--- src/rtl/lkvc_pkg.sv ---
package lkvc_pkg;

   // fixed field widths
   localparam int KEY_W = 32;
   localparam int VAL_W = 32;
   localparam int CAP_W = 5;
   localparam int CSR_DATA_W = 32;
   localparam int CSR_ADDR_W = 2;

   // default geometry and register reset
   localparam int DEF_ENTRIES = 16;
   localparam logic [CAP_W-1:0] CAP_RESET = 5'd16;

   // request opcodes
   typedef enum logic {
      OP_GET = 1'b0,
      OP_PUT = 1'b1
   } opcode_type;

   // controller states
   typedef enum logic [1:0] {
      ST_IDLE   = 2'd0,
      ST_LOOKUP = 2'd1,
      ST_COMMIT = 2'd2
   } state_type;

   // controller to datapath commands
   typedef struct packed {
      logic load;
      logic lookup;
      logic commit;
   } cmd_type;

endpackage

--- src/rtl/lkvc_req_if.sv ---
interface lkvc_req_if;
   logic valid;
   logic ready;
   logic opcode;
   logic signed [lkvc_pkg::KEY_W-1:0] key;
   logic signed [lkvc_pkg::VAL_W-1:0] value;

   modport source (output valid, output opcode, output key, output value, input ready);
   modport sink (input valid, input opcode, input key, input value, output ready);
endinterface

--- src/rtl/lkvc_rsp_if.sv ---
interface lkvc_rsp_if;
   logic valid;
   logic ready;
   logic hit;
   logic signed [lkvc_pkg::VAL_W-1:0] read_value;

   modport source (output valid, output hit, output read_value, input ready);
   modport sink (input valid, input hit, input read_value, output ready);
endinterface

--- src/rtl/lkvc_ctrl.sv ---
module lkvc_ctrl (
   input  logic              clock,
   input  logic              reset,
   input  logic              req_valid,
   output logic              req_ready,
   output logic              rsp_valid,
   input  logic              rsp_ready,
   output lkvc_pkg::cmd_type cmd
);

   lkvc_pkg::state_type state_ff, state_in;
   logic out_valid_ff, out_valid_in;
   logic out_free;

   // state and result valid registers
   always_ff @(posedge clock) begin
      if (reset) begin
         state_ff     <= lkvc_pkg::ST_IDLE;
         out_valid_ff <= 1'b0;
      end else begin
         state_ff     <= state_in;
         out_valid_ff <= out_valid_in;
      end
   end

   // next state and commands
   always_comb begin
      out_free  = !out_valid_ff || rsp_ready;
      state_in  = state_ff;
      cmd       = '0;
      req_ready = 1'b0;
      unique case (state_ff)
         lkvc_pkg::ST_IDLE: begin
            // no request is taken while reset is applied
            req_ready = !reset;
            if (req_valid && !reset) begin
               cmd.load = 1'b1;
               state_in = lkvc_pkg::ST_LOOKUP;
            end
         end
         lkvc_pkg::ST_LOOKUP: begin
            cmd.lookup = 1'b1;
            state_in   = lkvc_pkg::ST_COMMIT;
         end
         lkvc_pkg::ST_COMMIT: begin
            // commit only once the result register can take the result
            if (out_free) begin
               cmd.commit = 1'b1;
               req_ready  = 1'b1;
               if (req_valid) begin
                  cmd.load = 1'b1;
                  state_in = lkvc_pkg::ST_LOOKUP;
               end else begin
                  state_in = lkvc_pkg::ST_IDLE;
               end
            end
         end
         default: begin
            state_in = lkvc_pkg::ST_IDLE;
         end
      endcase
      out_valid_in = cmd.commit || (out_valid_ff && !rsp_ready);
   end

   assign rsp_valid = out_valid_ff;

endmodule

--- src/rtl/lkvc_datapath.sv ---
module lkvc_datapath #(
   parameter int ENTRIES = lkvc_pkg::DEF_ENTRIES
) (
   input  logic                          clock,
   input  logic                          reset,
   input  lkvc_pkg::cmd_type             cmd,
   input  logic                          req_opcode,
   input  logic [lkvc_pkg::KEY_W-1:0]    req_key,
   input  logic [lkvc_pkg::VAL_W-1:0]    req_value,
   input  logic                          cap_wr,
   input  logic [lkvc_pkg::CAP_W-1:0]    cap_wdata,
   output logic [lkvc_pkg::CAP_W-1:0]    cap_rdata,
   output logic                          rsp_hit,
   output logic [lkvc_pkg::VAL_W-1:0]    rsp_read_value
);

   localparam int IDX_W  = (ENTRIES > 1) ? $clog2(ENTRIES) : 1;
   localparam int RANK_W = IDX_W;
   localparam int CNT_W  = $clog2(ENTRIES + 1);
   localparam int CMP_W  = (CNT_W > lkvc_pkg::CAP_W) ? CNT_W : lkvc_pkg::CAP_W;

   // latched request
   logic                       op_ff;
   logic [lkvc_pkg::KEY_W-1:0] key_ff;
   logic [lkvc_pkg::VAL_W-1:0] val_ff;

   // entry state
   logic [lkvc_pkg::KEY_W-1:0] keys_ff [ENTRIES];
   logic [RANK_W-1:0]          rank_ff [ENTRIES];
   logic [RANK_W-1:0]          rank_in [ENTRIES];
   logic [ENTRIES-1:0]         valid_ff, valid_in;
   logic [CNT_W-1:0]           occ_ff, occ_in;
   logic [lkvc_pkg::CAP_W-1:0] cap_ff;
   logic [lkvc_pkg::VAL_W-1:0] value_mem [ENTRIES];

   // lookup results
   logic [ENTRIES-1:0] match_ff;
   logic [ENTRIES-1:0] oldest_ff;

   // result register
   logic                       hit_out_ff;
   logic                       use_mem_ff;
   logic [lkvc_pkg::VAL_W-1:0] rdata_ff;

   // commit decode
   logic               is_put, hit_any, do_evict, do_insert;
   logic [ENTRIES-1:0] hit_oh, evict_oh, free_vec, free_oh, kept_valid;
   logic [IDX_W-1:0]   hit_idx, free_idx;
   logic [RANK_W-1:0]  hit_rank;
   logic [CMP_W-1:0]   eff_cap, cap_ext, occ_ext;

   // latch request and run the parallel key compare
   always_ff @(posedge clock) begin
      if (cmd.load) begin
         op_ff  <= req_opcode;
         key_ff <= req_key;
         val_ff <= req_value;
      end
      if (cmd.lookup) begin
         for (int i = 0; i < ENTRIES; i++) begin
            match_ff[i]  <= valid_ff[i] && (keys_ff[i] == key_ff);
            oldest_ff[i] <= valid_ff[i] && (CNT_W'(rank_ff[i]) == (occ_ff - CNT_W'(1)));
         end
      end
   end

   // hit, eviction and free slot selection
   always_comb begin
      is_put  = (op_ff == lkvc_pkg::OP_PUT);
      hit_any = |match_ff;
      hit_oh  = match_ff & (~match_ff + ENTRIES'(1));

      cap_ext = CMP_W'(cap_ff);
      occ_ext = CMP_W'(occ_ff);
      if (cap_ext == '0) begin
         eff_cap = CMP_W'(1);
      end else if (cap_ext > CMP_W'(ENTRIES)) begin
         eff_cap = CMP_W'(ENTRIES);
      end else begin
         eff_cap = cap_ext;
      end

      do_evict = is_put && !hit_any && (occ_ext >= eff_cap) && (occ_ff != '0);
      evict_oh = do_evict ? (oldest_ff & (~oldest_ff + ENTRIES'(1))) : '0;
      kept_valid = valid_ff & ~evict_oh;
      free_vec = ~kept_valid;
      free_oh  = free_vec & (~free_vec + ENTRIES'(1));
      do_insert = is_put && !hit_any && (|free_vec);

      hit_idx  = '0;
      free_idx = '0;
      hit_rank = '0;
      for (int i = 0; i < ENTRIES; i++) begin
         if (hit_oh[i]) begin
            hit_idx  = hit_idx | IDX_W'(i);
            hit_rank = hit_rank | rank_ff[i];
         end
         if (free_oh[i]) begin
            free_idx = free_idx | IDX_W'(i);
         end
      end
   end

   // next entry state on commit or capacity write
   always_comb begin
      valid_in = valid_ff;
      occ_in   = occ_ff;
      for (int i = 0; i < ENTRIES; i++) begin
         rank_in[i] = rank_ff[i];
      end
      if (cap_wr) begin
         valid_in = '0;
         occ_in   = '0;
      end else if (cmd.commit) begin
         if (hit_any) begin
            // touch: younger entries age by one, hit entry becomes newest
            for (int i = 0; i < ENTRIES; i++) begin
               if (hit_oh[i]) begin
                  rank_in[i] = '0;
               end else if (valid_ff[i] && (rank_ff[i] < hit_rank)) begin
                  rank_in[i] = rank_ff[i] + RANK_W'(1);
               end
            end
         end else if (do_insert) begin
            // insert: every remaining entry ages, new entry is newest
            for (int i = 0; i < ENTRIES; i++) begin
               if (free_oh[i]) begin
                  rank_in[i] = '0;
               end else if (kept_valid[i]) begin
                  rank_in[i] = rank_ff[i] + RANK_W'(1);
               end
            end
            valid_in = kept_valid | free_oh;
            occ_in   = occ_ff + CNT_W'(1) - (do_evict ? CNT_W'(1) : CNT_W'(0));
         end
      end
   end

   // control state registers
   always_ff @(posedge clock) begin
      if (reset) begin
         valid_ff <= '0;
         occ_ff   <= '0;
         cap_ff   <= lkvc_pkg::CAP_RESET;
      end else begin
         valid_ff <= valid_in;
         occ_ff   <= occ_in;
         if (cap_wr) begin
            cap_ff <= cap_wdata;
         end
      end
   end

   // ranks and keys
   always_ff @(posedge clock) begin
      for (int i = 0; i < ENTRIES; i++) begin
         rank_ff[i] <= rank_in[i];
         if (cmd.commit && do_insert && free_oh[i]) begin
            keys_ff[i] <= key_ff;
         end
      end
   end

   // value memory, one write and one registered read
   always_ff @(posedge clock) begin
      if (cmd.commit) begin
         if (is_put && hit_any) begin
            value_mem[hit_idx] <= val_ff;
         end else if (do_insert) begin
            value_mem[free_idx] <= val_ff;
         end
         rdata_ff   <= value_mem[hit_idx];
         hit_out_ff <= hit_any;
         use_mem_ff <= hit_any && !is_put;
      end
   end

   assign rsp_hit        = hit_out_ff;
   assign rsp_read_value = use_mem_ff ? rdata_ff : '1;
   assign cap_rdata      = cap_ff;

endmodule

--- src/rtl/lru_key_value_cache_core.sv ---
// lru key-value cache, fully associative, least-recently-used replacement
//
// req_ch carries one request: opcode (get or put), key and value; rsp_ch returns
// one result per request: hit and read_value (stored value on a get hit, all
// ones on a get miss and on every put). both use valid/ready, taken when both
// are high at a rising clock edge.
// the csr port holds capacity_in_use at byte address 0; writing it empties the
// cache. write it only while no request is in flight.
// a taken request is latched, the key compare of all entries is registered in
// the lookup step, and the rank and value update plus the registered value
// memory read follow in the commit step, which loads the output register.
// while a request is in flight, the next is taken in its commit step, as the
// compare and update steps share the entry state.
// the result sits in an output register; a stalled receiver holds it there and
// the next request is still taken, its update waiting until the register frees.
// reset empties the cache, sets capacity to 16 and drops any pending result.
module lru_key_value_cache_core #(
   parameter int ENTRIES = lkvc_pkg::DEF_ENTRIES
) (
   input  logic                               clock,
   input  logic                               reset,
   lkvc_req_if.sink                           req_ch,
   lkvc_rsp_if.source                         rsp_ch,
   input  logic                               csr_psel,
   input  logic                               csr_penable,
   input  logic                               csr_pwrite,
   input  logic [lkvc_pkg::CSR_ADDR_W-1:0]    csr_paddr,
   input  logic [lkvc_pkg::CSR_DATA_W-1:0]    csr_pwdata,
   output logic [lkvc_pkg::CSR_DATA_W-1:0]    csr_prdata,
   output logic                               csr_pready
);

   lkvc_pkg::cmd_type           cmd;
   logic                        cap_wr;
   logic [lkvc_pkg::CAP_W-1:0]  cap_rdata;
   logic [lkvc_pkg::VAL_W-1:0]  read_value;

   // csr access, single register at address zero
   assign csr_pready = 1'b1;
   assign cap_wr     = csr_psel && csr_penable && csr_pwrite && csr_pready
                       && (csr_paddr == '0);
   assign csr_prdata = lkvc_pkg::CSR_DATA_W'(cap_rdata);

   // controller
   lkvc_ctrl u_ctrl (
      .clock     (clock),
      .reset     (reset),
      .req_valid (req_ch.valid),
      .req_ready (req_ch.ready),
      .rsp_valid (rsp_ch.valid),
      .rsp_ready (rsp_ch.ready),
      .cmd       (cmd)
   );

   // datapath
   lkvc_datapath #(
      .ENTRIES (ENTRIES)
   ) u_datapath (
      .clock          (clock),
      .reset          (reset),
      .cmd            (cmd),
      .req_opcode     (req_ch.opcode),
      .req_key        (req_ch.key),
      .req_value      (req_ch.value),
      .cap_wr         (cap_wr),
      .cap_wdata      (csr_pwdata[lkvc_pkg::CAP_W-1:0]),
      .cap_rdata      (cap_rdata),
      .rsp_hit        (rsp_ch.hit),
      .rsp_read_value (read_value)
   );

   assign rsp_ch.read_value = read_value;

   // a taken request always spends the next cycle in lookup
   a_accept_then_busy: assert property (@(posedge clock) disable iff (reset)
      (req_ch.valid && req_ch.ready) |=> !req_ch.ready)
      else $error("request taken while lookup pending");

   // a commit never overwrites a result that is still waiting
   a_commit_free: assert property (@(posedge clock) disable iff (reset)
      cmd.commit |-> (!rsp_ch.valid || rsp_ch.ready))
      else $error("result overwritten");

   // lookup is followed by a commit unless the result register is blocked
   a_lookup_commit: assert property (@(posedge clock) disable iff (reset)
      cmd.lookup |=> (cmd.commit || (rsp_ch.valid && !rsp_ch.ready)))
      else $error("lookup not followed by commit");

   // lookup and commit never overlap
   a_steps_exclusive: assert property (@(posedge clock) disable iff (reset)
      $onehot0({cmd.lookup, cmd.commit}))
      else $error("lookup and commit together");

endmodule

--- src/flat_wrapper.sv ---
// flat-port wrapper written by rule: the top's interface ports become plain ports
module lru_key_value_cache_core_flat 
#(
   parameter int ENTRIES = lkvc_pkg::DEF_ENTRIES
)
  (clock, reset, csr_psel, csr_penable, csr_pwrite, csr_paddr, csr_pwdata, csr_prdata, csr_pready, req_ch_valid, req_ch_opcode, req_ch_key, req_ch_value, req_ch_ready, rsp_ch_valid, rsp_ch_hit, rsp_ch_read_value, rsp_ch_ready);
  lkvc_req_if req_ch_i ();
  lkvc_rsp_if rsp_ch_i ();
  input  logic clock;
  input  logic reset;
  input  logic csr_psel;
  input  logic csr_penable;
  input  logic csr_pwrite;
  input  logic [lkvc_pkg::CSR_ADDR_W-1:0] csr_paddr;
  input  logic [lkvc_pkg::CSR_DATA_W-1:0] csr_pwdata;
  output logic [lkvc_pkg::CSR_DATA_W-1:0] csr_prdata;
  output logic csr_pready;
  input wire logic [$bits(req_ch_i.valid)-1:0] req_ch_valid;
  input wire logic [$bits(req_ch_i.opcode)-1:0] req_ch_opcode;
  input wire logic [$bits(req_ch_i.key)-1:0] req_ch_key;
  input wire logic [$bits(req_ch_i.value)-1:0] req_ch_value;
  output wire logic [$bits(req_ch_i.ready)-1:0] req_ch_ready;
  output wire logic [$bits(rsp_ch_i.valid)-1:0] rsp_ch_valid;
  output wire logic [$bits(rsp_ch_i.hit)-1:0] rsp_ch_hit;
  output wire logic [$bits(rsp_ch_i.read_value)-1:0] rsp_ch_read_value;
  input wire logic [$bits(rsp_ch_i.ready)-1:0] rsp_ch_ready;
  assign req_ch_i.valid = req_ch_valid;
  assign req_ch_i.opcode = req_ch_opcode;
  assign req_ch_i.key = req_ch_key;
  assign req_ch_i.value = req_ch_value;
  assign req_ch_ready = req_ch_i.ready;
  assign rsp_ch_valid = rsp_ch_i.valid;
  assign rsp_ch_hit = rsp_ch_i.hit;
  assign rsp_ch_read_value = rsp_ch_i.read_value;
  assign rsp_ch_i.ready = rsp_ch_ready;
  lru_key_value_cache_core #(.ENTRIES(ENTRIES)) u_core (.clock(clock), .reset(reset), .req_ch(req_ch_i), .rsp_ch(rsp_ch_i), .csr_psel(csr_psel), .csr_penable(csr_penable), .csr_pwrite(csr_pwrite), .csr_paddr(csr_paddr), .csr_pwdata(csr_pwdata), .csr_prdata(csr_prdata), .csr_pready(csr_pready));
endmodule
--- config.mk ---
export PLATFORM = sky130hd
export DESIGN_NAME = lru_key_value_cache_core_flat
export DESIGN_NICKNAME = d
export VERILOG_FILES = /design/src/rtl/lkvc_pkg.sv /design/src/rtl/lkvc_req_if.sv /design/src/rtl/lkvc_rsp_if.sv /design/src/rtl/lkvc_ctrl.sv /design/src/rtl/lkvc_datapath.sv /design/src/rtl/lru_key_value_cache_core.sv /design/src/flat_wrapper.sv
export SDC_FILE = /design/constraint.sdc
export NUM_CORES = 2
export LEC_CHECK = 0
export ABC_AREA = 1
export BUFFER_PORTS_ARGS = -buffer_cell sky130_fd_sc_hd__buf_2
export CORE_MARGIN = 10
export CORE_UTILIZATION = 50
export DETAILED_ROUTE_END_ITERATION = 10
export PLACE_DENSITY = 0.66
export SYNTH_ARGS = -nofsm -noshare
export SYNTH_HDL_FRONTEND = slang
export SYNTH_SLANG_ARGS = --single-unit
--- constraint.sdc ---
create_clock -name clock -period 5.4 [get_ports clock]
set_clock_uncertainty 0.15 [all_clocks]
set_input_delay 0.27 -clock clock [delete_from_list [all_inputs] [get_ports clock]]
set_output_delay 0.27 -clock clock [all_outputs]
set_load 0.005 [all_outputs]
Word-level counts from Yosys, hierarchy flattened:

Memories as Yosys holds them, arrays and structs flattened. A register that Yosys moved wholly into a read port is not among the register bits.
Index checks and enable logic that the tools add are counted.

* bitwise operators: 26
* reduce and logical (&&, ||, !) cells: 108
* magnitude comparators: 18
* muxes and demuxes: 218
* $add $sub $neg: 22
* eq/ne operators: 36

Operator list (count)
* 32-bit two-way mux: 17
* 32-bit == test: 16
* 32-bit OR reduction: 16
* 4-bit two-way mux: 112
* 64-bit two-way mux: 4
* 4-bit by 5-bit == test with 1-bit output: 16
* 16-bit inverter: 5
* 1-bit logical AND: 76
* 1-bit two-way mux: 65
* 4-bit by 1-bit adder with 4-bit output (second input constant): 16
* 16-bit bitwise AND: 4
* 4-bit less-than comparator: 16
* 4-bit OR: 15
* 16-bit by 1-bit adder with 16-bit output (second input constant): 3
* 16-bit OR reduction: 2
* 3-bit two-way mux: 8
* 16-bit two-way mux: 1
* 16-bit OR: 1
* 2-bit two-way mux: 6
* 5-bit two-way mux: 2
* 2-bit one-hot mux with 3 select lines: 1
* 5-bit by 1-bit adder with 5-bit output (second input constant): 1
* 5-bit greater-or-equal comparator: 1
* 5-bit > comparator (second input constant): 1
* other kinds (15): 23

* memories kept: 3
* RAM bits: 1088
* register bits: 128
* output and inout bits: 68
* logic and storage cells: 443

Memories
* u_core.u_datapath.keys_ff: depth 16, width 32, rd ports 16, clocked after memory_dff 0, write ports 1, line lkvc_datapath.sv:28 `logic [lkvc_pkg::KEY_W-1:0] keys_ff [ENTRIES];`
* u_core.u_datapath.value_mem: depth 16, width 32, rd ports 1, clocked after memory_dff 1, write ports 1, line lkvc_datapath.sv:34 `logic [lkvc_pkg::VAL_W-1:0] value_mem [ENTRIES];`
* u_core.u_datapath.rank_ff: depth 16, width 4, rd ports 16, clocked after memory_dff 0, write ports 16, line lkvc_datapath.sv:29 `logic [RANK_W-1:0] rank_ff [ENTRIES];`

Depth between registers and ports, before layout:

* depth after elaboration: 41
* mapped depth: 24

Modules after synthesis:

From an unflattened synthesis, not the netlist that was laid out.

* cell total of the unflattened synthesis: 4433
* area total of the unflattened synthesis: 54513.5 um2

By module, submodules not included
* lkvc_datapath: area an instance 54101.9 um2, cells each 4372, instances 1, seq. area each 37125.6 um2
* lru_key_value_cache_core: area an instance 237.7 um2, cells each 35, instances 1, seq. area each 0.0 um2
* lkvc_ctrl: area an instance 173.9 um2, cells each 26, instances 1, seq. area each 60.1 um2

Worst setup path before layout:

No wires, ideal clock.

* path type: reg2reg
* start point: reg u_core.u_ctrl.state_ff[1]
* end point: mem u_core.u_datapath.value_mem[11][0] (netlist name) (enable)
* library setup time: 0.421 ns
* slack: 0.451 ns
* cell stages (with the launch flop): 9
* required time: 4.829 ns
* clock period less this slack: 4.949 ns
* arrival: 4.377 ns
* path through: dfxtp_1 inv_1 nor2_1 inv_1 nor2_1 inv_1 o31ai_2 nand3_1 nor2_1

RTL lines
* start: declaration: line lkvc_ctrl.sv:11 `lkvc_pkg::state_type state_ff, state_in;`
* start signal: assignment: line lkvc_ctrl.sv:18 `state_ff <= lkvc_pkg::ST_IDLE;`
* start signal: assignment: line lkvc_ctrl.sv:21 `state_ff <= state_in;`
* end: declaration: line lkvc_datapath.sv:34

Final worst setup path:

* start point: reg u_core.u_datapath.occ_ff[0], in the netlist u_core.u_datapath.occ_ext[0]
* end point: mem u_core.u_datapath.value_mem[7][28] (netlist name) (enable)

* longest elaborated chain between the ends: 26

RTL lines
* start: declaration: line lkvc_datapath.sv:32 `logic [CNT_W-1:0] occ_ff, occ_in;`
* start signal: assignment: line lkvc_datapath.sv:147 `occ_ff <= occ_in;`
* 5-bit greater-or-equal comparator: line lkvc_datapath.sv:83 `do_evict = is_put && !hit_any && (occ_ext >= eff_cap) && (occ_ff != '0);`
* 1-bit logical AND: line lkvc_datapath.sv:83
* 1-bit logical AND (*): line lkvc_datapath.sv:83
* 16-bit two-way mux (*): line lkvc_datapath.sv:84 `evict_oh = do_evict ? (oldest_ff & (~oldest_ff + ENTRIES'(1))) : '0;`
* 16-bit inverter (*): line lkvc_datapath.sv:85 `kept_valid = valid_ff & ~evict_oh;`
* 16-bit bitwise AND (*): line lkvc_datapath.sv:85
* 16-bit inverter (*): line lkvc_datapath.sv:86 `free_vec = ~kept_valid;`
* 16-bit inverter: line lkvc_datapath.sv:87 `free_oh = free_vec & (~free_vec + ENTRIES'(1));`
* 16-bit by 1-bit adder with 16-bit output: line lkvc_datapath.sv:87
* 16-bit bitwise AND: line lkvc_datapath.sv:87
* 1-bit two-way mux: line lkvc_datapath.sv:98 `if (free_oh[i]) begin`
* 2-bit two-way mux (2 in series): line lkvc_datapath.sv:98
* 3-bit two-way mux (4 in series): line lkvc_datapath.sv:98
* 4-bit two-way mux (8 in series): line lkvc_datapath.sv:98
* 4-bit two-way mux (no source line)

Mark *: on every way between the ends. The rest lies on a longest branch, timed or not.

==> results.sh <==
export IMPL_status="finished clean"
export IMPL_via_count=36900
export IMPL_dpl_cell_count=5782
export IMPL_use_met3_pct=5.06
export IMPL_nets=4772
export IMPL_syn_avg_cell_area_um2=12.4
export IMPL_die_x_um=349
export IMPL_clock_path_buffers=3
export IMPL_crit_path_max_incr_delay_ns=0.50
export IMPL_slowest_stage="nor2_4"
export IMPL_switching_share_pct=21.6
export IMPL_startpoint_type="flop"
export IMPL_drt_iter0_drc=4862
export IMPL_post_route_drc_count=0
export IMPL_grt_pass1_vias=35300
export IMPL_ys_seq_area_share_pct=68.8
export IMPL_power_density_nw_per_um2=327
export IMPL_max_vdd_ir_drop_mv=0.298
export IMPL_path_clk_slew_ns=0.06
export IMPL_slew_headroom_pct=18.3
export IMPL_cp_cell_sequence="clkinv_1, buf_4, ha_1, inv_1, nor3_2, nor2_2, nand3_1, nand2_1, nor2_4, nand3_1, nor2_1, nand2_1, nand2_1, nor2_1, nand3_1, nand2_1, nand2_1, nand3_1, nor2_4, buf_12"
export IMPL_die_h_um=349
export IMPL_yosys_top_cells_area="edfxtp_1, o21ai_0, nor2_1"
export IMPL_clk_latency_ns=0.74
export IMPL_setup_tns_ns=0
export IMPL_area_growth_pct=14.0
export IMPL_min_period_ns=4.75
export IMPL_design_area_um2=61600
export IMPL_htreeDepth=4
export IMPL_critPathRequiredTime_ns=5.68
export IMPL_hp_class="input port to flop"
export IMPL_place_area_um2=56800
export IMPL_yosys_warnings=0
export IMPL_synthCells=4356
export IMPL_synthFlopType="edfxtp_1"
export IMPL_synth_common_cells="edfxtp_1, nor2_1, nand2_1, o21ai_0, inv_1"
export IMPL_layout_drive_gt1_share_pct=12.3
export IMPL_synth_top_area_share_pct=67.7
export IMPL_row_count=120
export IMPL_synth_seq_cells=1248
export IMPL_p_int_mw=15.8
export IMPL_critPathMostFrequentCell="nand2_1"
export IMPL_hold_buffers=79
export IMPL_pre_cts_slack_ns=0.744
export IMPL_clkPwrFrac_pct=42.8
export IMPL_diodes=0
export IMPL_post_cts_resized=0
export IMPL_cp_top_family="simple AND/OR/NAND/NOR gates"
export IMPL_core_area_um2=107000
export IMPL_worstSetupPathType="flop to flop"
export IMPL_rsz0062_at_grt="no"
export IMPL_wirelength_um=152000
export IMPL_fin_hold_ws_ns=0.0792
export IMPL_synth_distinct_cells=56
export IMPL_finalPower_mw=20.2
export IMPL_crit_path_max_fanout=27
export IMPL_synth_edff_count=1219
export IMPL_cp_end_kind="flop"
export IMPL_routed_via_density=6.07
export IMPL_grt_max_degree=145
export IMPL_drtPass1Iterations=6
export IMPL_cap_violations=0
export IMPL_tritoncts="done"
export IMPL_finalMaxSlewViolations=0
export IMPL_fin_cells=6091
export IMPL_worst_pin_slew_ns=1.22
export IMPL_crit_arrival_ns=5.03
export IMPL_setup_violations=0
export IMPL_io_pins=174
export IMPL_start_util_pct=50.4
export IMPL_power_frac_comb_pct=3.9
export IMPL_gp_congestion=0.931
export IMPL_worst_slack_ns=0.652
export IMPL_cts_num_sinks=1248
export IMPL_antenna_found_initial=5
export IMPL_grt_pass1_wl_um=224000
export IMPL_fin_util_pct=57.5
export IMPL_grt_busiest_layer="met2"
export IMPL_yosysMostFrequentCell="edfxtp_1"
export IMPL_globalRouteOverflowTotal=0
export IMPL_cts_setup_buffers=0
export IMPL_gr_usage_all_layers_pct=24.4
export IMPL_netlist_area_um2=54100
export IMPL_fin_crit_sh_pct=87.9
export IMPL_synth_top_area_cell="edfxtp_1"
export IMPL_grt_use_met2_pct=37.1
export IMPL_die_area_um2=122000
export IMPL_critPathBufInv=4
export IMPL_wl_per_cell_um=24.9
export IMPL_leakagePower_nw=21.1
export IMPL_seqPwrFrac_pct=53.3
export IMPL_hold_viol=0
export IMPL_p_switching_mw=4.35
export IMPL_dpl_hpwl_um=88900
export IMPL_use_met1_pct=34.8
export IMPL_port_buffers=118
export IMPL_cts_root_buffer="clkbuf_16"
export IMPL_ant_nets=0
export IMPL_clock_fmax_mhz=211
export IMPL_async_flop_share_pct=0
export IMPL_numCtsBuffers=130
[area by class of cell]
type	instances	area (um2)
fillers	8543	45600
flip-flops and latches	1248	37200
multi-input cells	2638	15200
clock buffers	163	3470
repair buffers	313	2410
well taps	1403	1760
inverters	259	978
clock inverters	67	581
[cell families (layout without fill, tap and decap cells)]
| kind of cell | count (synthesis) | count (layout) | synth area share (%) |
|---|---|---|---|
| AOI/OAI and AO/OA | 961 | 961 | 11.2 |
| xor gates and xnor gates | 194 | 194 | 3.14 |
| adders and majority gates | 76 | 76 | 1.76 |
| buffers and inverters | 496 | 802 | 3.76 |
| DFF | 1248 | 1248 | 68.8 |
| other | 2 | 28 | 0.0139 |
| and+or+nand+nor | 1379 | 1379 | 11.3 |
[per-layer routing]
| metal | vias to the layer above | part of all wire (%) |
|---|---|---|
| li1 | 16500 | - |
| met1 | 18000 | 41 |
| met2 | 2087 | 44 |
| met3 | 326 | 11 |
| met4 | 10 | 3.3 |
| met5 | - | 0.047 |
[flip-flops by register name, summed over array words and instances (netlist names), 32 cells and up]
register	cells
u_core.u_datapath.value_mem	512
u_core.u_datapath.rdata_ff	32
u_core.u_datapath.keys_ff	512
u_core.u_datapath.rank_ff	64
u_core.u_datapath.val_ff	32
u_core.u_datapath.key_ff	32
[worst register-to-register path, cell delays in order, from the launching register on]
cell	delay (ns)
dfxtp_1	0.31
clkinv_1	0.07
buf_4	0.32
ha_1	0.33
inv_1	0.10
nor3_2	0.24
nor2_2	0.19
nand3_1	0.11
nand2_1	0.16
nor2_4	0.24
nand3_1	0.13
nor2_1	0.25
nand2_1	0.29
nand2_1	0.15
nor2_1	0.08
nand3_1	0.07
nand2_1	0.08
nand2_1	0.12
nand3_1	0.27
nor2_4	0.50
buf_12	0.26
[power groups by stage]
| stage | Sequential (mW) | Clock, mW | Combinational (mW) |
|---|---|---|---|
| 6_report | 10.7 | 8.63 | 0.793 |
| 5_1_grt | 10.7 | 9.12 | 0.849 |
| 4_1_cts | 10.7 | 8.71 | 0.780 |
| 3_5_place_dp | 10.9 | 0 | 0.736 |
| 3_3_place_gp | 10.9 | 0 | 0.721 |
| 2_1_floorplan | 10.9 | 0 | 0.401 |
[final timing paths]
| check | start | end | slack, ns | depth (start not counted) |
|---|---|---|---|---|
| setup / recovery | u_core.u_datapath.occ_ext[0] | u_core.u_datapath.value_mem[7][28] | 0.65 | 20 |
| hold reg to reg | u_core.u_datapath.occ_ext[4] | u_core.u_datapath.occ_ext[4] | 0.38 | 1 |
| setup reg to reg | u_core.u_datapath.occ_ext[0] | u_core.u_datapath.value_mem[7][28] | 0.65 | 20 |
| hold / removal | req_ch_key[0] | u_core.u_datapath.key_ff[0] | 0.08 | 2 |
[cell usage in the layout, fill, tap and decap left out, drive strengths merged, types with 4 or more instances in the layout]
master / count
or4: 5
a22o: 39
edfxtp: 1219
a22oi: 10
nor4b: 8
o21ai: 446
conb: 28
a21boi: 5
buf: 234
or2: 70
o211ai: 6
a221o: 4
bufinv: 7
dlygate4sd3: 79
dfxtp: 29
nand4: 29
a21oi: 103
a2111oi: 8
nand2: 492
nor2: 512
nand3b: 4
nand3: 167
clkbuf: 163
xor2: 103
a221oi: 61
xnor2: 91
o221ai: 133
o22ai: 101
ha: 76
clkinv: 63
inv: 253
and3: 11
o2111ai: 13
o21bai: 6
a211oi: 19
nor4: 64
nor3: 14
Note: power is estimated with default switching activity, not from simulation.
